===== config.mk =====
export PLATFORM = sky130hd
export DESIGN_NAME = etf_ctrl
export DESIGN_NICKNAME = d
export VERILOG_FILES = /design/src/design/etf_pkg.sv /design/src/design/etf_ctrl.sv
export SDC_FILE = /design/constraint.sdc
export NUM_CORES = 1
export LEC_CHECK = 0
export ABC_AREA = 1
export BUFFER_PORTS_ARGS = -buffer_cell sky130_fd_sc_hd__buf_2
export CAP_MARGIN = 0
export CORE_AREA = 5 5 42 44
export DETAILED_ROUTE_END_ITERATION = 6
export DIE_AREA = 0 0 47 49
export GPL_TIMING_DRIVEN = 0
export PLACE_DENSITY_LB_ADDON = 0.12
export RECOVER_POWER = 25
export SLEW_MARGIN = 10
export SYNTH_ARGS = -nofsm -noshare
export SYNTH_HDL_FRONTEND = slang
export SYNTH_SLANG_ARGS = --single-unit

===== constraint.sdc =====
create_clock -name i_clk -period 1.55 [get_ports i_clk]
set_input_delay 0.31 -clock i_clk [delete_from_list [all_inputs] [get_ports i_clk]]
set_output_delay 0.31 -clock i_clk [all_outputs]
set_load 0.005 [all_outputs]

===== src/design/etf_pkg.sv =====
// Shared constants, config register codes and controller/datapath command types
// for the escape-time fractal iterator. No dependencies.
package etf_pkg;

    localparam int COORD_BITS     = 32;
    localparam int FRACTION_BITS  = 28;
    localparam int ITER_BITS      = 16;
    localparam int THRESH_BITS    = 36;
    localparam int KIND_BITS      = 2;
    localparam int CFG_INDEX_BITS = 3;
    localparam int CFG_DATA_BITS  = 36;

    localparam int PROD_BITS    = 2 * COORD_BITS;
    localparam int RE_SH_BITS   = PROD_BITS - FRACTION_BITS;
    localparam int IM_SH_BITS   = PROD_BITS - FRACTION_BITS + 1;
    localparam int RE_SUM_BITS  = RE_SH_BITS + 1;
    localparam int IM_SUM_BITS  = IM_SH_BITS + 1;
    localparam int MAG_BITS     = PROD_BITS - FRACTION_BITS;

    localparam logic [KIND_BITS-1:0] KIND_MANDELBROT = 2'd0;
    localparam logic [KIND_BITS-1:0] KIND_JULIA      = 2'd1;
    localparam logic [KIND_BITS-1:0] KIND_SHIP       = 2'd2;

    localparam logic [CFG_INDEX_BITS-1:0] CFG_KIND      = 3'd0;
    localparam logic [CFG_INDEX_BITS-1:0] CFG_JULIA_RE  = 3'd1;
    localparam logic [CFG_INDEX_BITS-1:0] CFG_JULIA_IM  = 3'd2;
    localparam logic [CFG_INDEX_BITS-1:0] CFG_MAX_ITER  = 3'd3;
    localparam logic [CFG_INDEX_BITS-1:0] CFG_THRESHOLD = 3'd4;

    localparam logic [ITER_BITS-1:0]   MAX_ITER_RESET  = 16'd100;
    localparam logic [THRESH_BITS-1:0] THRESHOLD_RESET = 36'd1073741824;

    typedef struct packed {
        logic load;         // capture a new point, iteration 0
        logic fold;         // register multiplier operands (folded for burning ship)
        logic mul;          // register the three products
        logic step;         // write new z, advance iteration
        logic finish;       // load the output register
        logic fin_escaped;
        logic fin_prev;     // escape belongs to the previous iteration
    } t_cmd;

    typedef struct packed {
        logic mag_esc;      // previous iteration's magnitude over threshold
        logic limit_hit;
        logic fold_bad;
        logic overflow;
    } t_status;

endpackage


===== src/design/etf_ctrl.sv =====
// Controller of the escape-time fractal iterator: one-hot sequencer over
// fold, multiply and update steps, plus the output valid flag. Uses etf_pkg.
module etf_ctrl (
    input  logic               i_clk,
    input  logic               i_rst_n,
    input  logic               i_s_valid,
    output logic               o_s_ready,
    input  logic               i_m_ready,
    output logic               o_m_valid,
    input  etf_pkg::t_status   i_status,
    output etf_pkg::t_cmd      o_cmd
);

    typedef enum logic [3:0] {
        S_IDLE = 4'b0001,
        S_FOLD = 4'b0010,
        S_MUL  = 4'b0100,
        S_UPD  = 4'b1000
    } t_state;

    t_state r_state, n_state;
    logic   r_m_valid, n_m_valid;
    logic   out_free;

    assign out_free  = !r_m_valid || i_m_ready;
    assign o_s_ready = (r_state == S_IDLE);
    assign o_m_valid = r_m_valid;

    always_comb begin
        n_state = r_state;
        o_cmd   = '0;
        unique case (r_state)
            S_IDLE: begin
                if (i_s_valid) begin
                    o_cmd.load = 1'b1;
                    n_state    = S_FOLD;
                end
            end
            S_FOLD: begin
                o_cmd.fold = 1'b1;
                n_state    = S_MUL;
            end
            S_MUL: begin
                o_cmd.mul = 1'b1;
                n_state   = S_UPD;
            end
            S_UPD: begin
                // the previous iteration's magnitude test ranks above this one's checks
                priority if (i_status.mag_esc) begin
                    o_cmd.fin_escaped = 1'b1;
                    o_cmd.fin_prev    = 1'b1;
                    o_cmd.finish      = out_free;
                end else if (i_status.limit_hit) begin
                    o_cmd.finish = out_free;
                end else if (i_status.fold_bad || i_status.overflow) begin
                    o_cmd.fin_escaped = 1'b1;
                    o_cmd.finish      = out_free;
                end else begin
                    o_cmd.step = 1'b1;
                    n_state    = S_FOLD;
                end
                if (o_cmd.finish) begin
                    n_state = S_IDLE;
                end
            end
            default: n_state = S_IDLE;
        endcase
    end

    always_comb begin
        n_m_valid = r_m_valid;
        if (o_cmd.finish) begin
            n_m_valid = 1'b1;
        end else if (i_m_ready) begin
            n_m_valid = 1'b0;
        end
    end

    always_ff @(posedge i_clk) begin
        if (!i_rst_n) begin
            r_state   <= S_IDLE;
            r_m_valid <= 1'b0;
        end else begin
            r_state   <= n_state;
            r_m_valid <= n_m_valid;
        end
    end

endmodule


==> impl_summary.md <==
Status
The flow ran to the end, and the final reports show no timing, DRC or antenna violations.

STA
For the pin with the worst max-slew slack, the measured transition is 0.1929 ns. The worst pin sits at a relative slew slack of 0.8711. In the finished design, the share of the clock period the worst path needs comes to 0.9791. Setup violations remaining at the end of the flow were counted as 0.

Setup slack on the critical path of the routed design comes to 0.03247 ns. The number of max-slew violations in the final report is 0. The total count of hold-check failures in the final report is 0.

Final hold analysis gives a worst-case slack of 0.3172 ns. Static timing analysis puts the maximum clock frequency at 659.0 MHz. The routed design could run at a clock period as short as 1.518 ns. Setup repair after global routing could not meet its margin everywhere. On the final layout, the worst clock skew is 0.003042 ns.

Clocking
Clock-pin slew was measured on the worst setup and hold paths at 0.04 ns. The sink count of the clock tree is 5. The CTS tree is yes. In this run, CTS created clock tree buffers numbering 3. The H-tree depth reported by CTS is 1. CTS placed an instance of sky130_fd_sc_hd__clkbuf_4 at the clock tree root. The number of buffers inserted by hold repair at cts is 0. For the worst-skew pair, the clock arrives at the later sink with an insertion delay of 0.24 ns. The deepest clock path buffer count is 2.

Drt
Once detail routing completed, the nets flagged for antenna violations numbered 0. The first TritonRoute pass finished after 2 iterations. After the first detailed-routing iteration, the DRC count stood at 2. The via density per instance is 4.161.

In the final routed layout, each cell accounts on average for 9.978 um. For this run, design rule violations remaining after detail routing come to 0. The final wirelength is 928 um. The via count of the routed design is 387.

Floorplanning
The die outline height is 49 um. The area of the core is 1401 um2. The total I/O pin count is 17. The area of the die is 2303 um2. The cell row count is 14.

The floorplan step set the die width to 47 um. The initial utilization of the core area, before any placement, comes to 0.2321.

Power
The overall power is 0.0007168 W. Of the total power, combinational logic draws 0.517. The switching part of the total is 0.4060. IR analysis of the VDD net gives a maximum drop of 503.6 uV. The power per cell area is 1361 nW/um2. The switching power of the nets is 0.0002910 W. The clock power share is 0.206.

In this run the static leakage power is 0.3186 nW. The internal power is 0.0004258 W. Of the total power, registers draw 0.278.

Synthesis
Counting every instance in the synthesized netlist gives 52. The count of different cell masters after synthesis is 13. The mapped netlist covers 325.3 um2. The part of the Yosys area used for sequential elements is 0.3077. The register bit count reported by yosys is 5. The library cell with the largest summed area after synthesis is sky130_fd_sc_hd__dfxtp_1. By area the synthesized netlist is led by sky130_fd_sc_hd__dfxtp_1, sky130_fd_sc_hd__inv_1, sky130_fd_sc_hd__nand3_1. For this run, the number of Yosys warnings is 0. The fraction of post-synthesis cell area in the top cell type by area is 0.3077. The synthesized area per cell is 6.256 um2. Synthesis produced a netlist with a net count of 60.

Layout
The antenna cell count is 0. Leaving out fill and tap cells, the most frequent cells in the layout are sky130_fd_sc_hd__buf_2, sky130_fd_sc_hd__inv_1, sky130_fd_sc_hd__nor2_1, sky130_fd_sc_hd__buf_4, sky130_fd_sc_hd__nand3_1. The synthesis-to-layout area growth is 61.92%. The final-stage net count is 86. Leaving out fill and tap cells, the most frequent cell in the layout is sky130_fd_sc_hd__buf_2. Fill cells in the final layout number 158. The sequential cells in the finished layout cover a total of 102.6 um2.

In the final layout, the share of cells above drive strength 1 is 0.5455. The multi-input logic area is 193.9 um2.

Critical path
The worst setup path is captured at an output port. At the worst endpoint, the required time is 1.24 ns. The critical path class is flop to output port.

The kind of start point of the critical path is a flop. The endpoint arrival time on the critical path is 1.21 ns. The largest fanout on the critical path is 4.

Place
The routability-driven placement congestion ratio is 0.7704. Summed over all nets, the half-perimeter wirelength after detailed placement is 660.5 um. The worst setup slack after placement is 0.1126 ns.

Port buffering added 16 buffers.

Global route
Across every metal layer, demand over resource in global routing totals 0.09782. The first global-routing pass estimated 1545 um of wire. The largest net degree at the start of global routing is 6.

The total grt overflow is 0. The number of antenna violations at the first check in global routing came to 0. The number of global-route vias before repair was 391.

Worst hold path
The path class of the lowest-slack min-delay path is input port to flop.

Job
The number of max-capacitance violations reported is 0.
[per-stage QoR]
step	cells	utilization	setup TNS, ns	cell area, um2
global route	93	0.3759	-0.06244	526.8
floorplan	52	-	0	325.3
finish	93	0.3759	0	526.8
CTS	92	0.3554	0	498.0
detailed placement	84	0.3036	0	425.4
global placement	84	0.3036	0	425.4
[repair_timing]
item                                    4_1_cts  5_1_grt
setup buffers                                 4        1
gates resized for setup                       5        7
endpoints found under the setup margin        1        5
pin swaps                                     2        1
[registers in the layout, summed over array words and instances (netlist names)]
register	flops
r_state	4
o_m_valid	1
[cell usage after synthesis (all sizes together)]
master   count
a21oi        2
buf          2
clkinv       1
dfxtp        5
inv         12
nand2        6
nand3        8
nand4        1
nor2        13
o2111ai      1
o31ai        1
[cell families after synthesis]
logic type             Yosys count  share of synthesized area
and+or+nand+nor                 28                     0.4154
buffers and inverters           15                     0.1961
DFF                              5                     0.3077
AOI/OAI and AO/OA                4                    0.08078
[routing by layer]
metal,vias up,wire [um],GRT usage
li1,209,-,-
met5,-,0,0
met4,0,0,0.05530
met2,12,486,0.1629
met3,0,62,0.04797
met1,166,379,0.09211
[worst max-delay path, stage by stage (launching register included)]
cell and delay, ns:
sky130_fd_sc_hd__dfxtp_2 0.32, sky130_fd_sc_hd__nor2_2 0.15, sky130_fd_sc_hd__nand2_2 0.12, sky130_fd_sc_hd__inv_4 0.08, sky130_fd_sc_hd__nand3_4 0.07, sky130_fd_sc_hd__inv_2 0.05
sky130_fd_sc_hd__buf_4 0.08, sky130_fd_sc_hd__buf_2 0.09
[power by group through the flow]
stage	sequential [W]	clock [W]	combinational [W]
after detailed placement	0.000196	0	0.000302
final	0.000199	0.000147	0.000370
after global routing	0.000201	0.000171	0.000416
after CTS	0.000197	0.000154	0.000342
after floorplan	0.000191	0	0.000212
after global placement	0.000193	0	0.000305
[worst paths after layout]
check / to / slack [ns] / cells past startpoint / start
max: o_cmd[2] / 0.03 / 7 / r_state[1]
min: r_state[0] / 0.32 / 2 / i_rst_n
max reg2reg: r_state[3] / 0.31 / 9 / r_state[1]
min reg2reg: r_state[2] / 0.54 / 2 / r_state[1]
[area by class of cell]
type,count,share of cell area
repair buffers,21,0.2233
inverters,13,0.09739
clock buffers,4,0.04988
multi-input cells,32,0.3682
well taps,16,0.03800
flip-flops and latches,5,0.1948
plain buffers,2,0.02850
(Power assumes the default switching activity.)
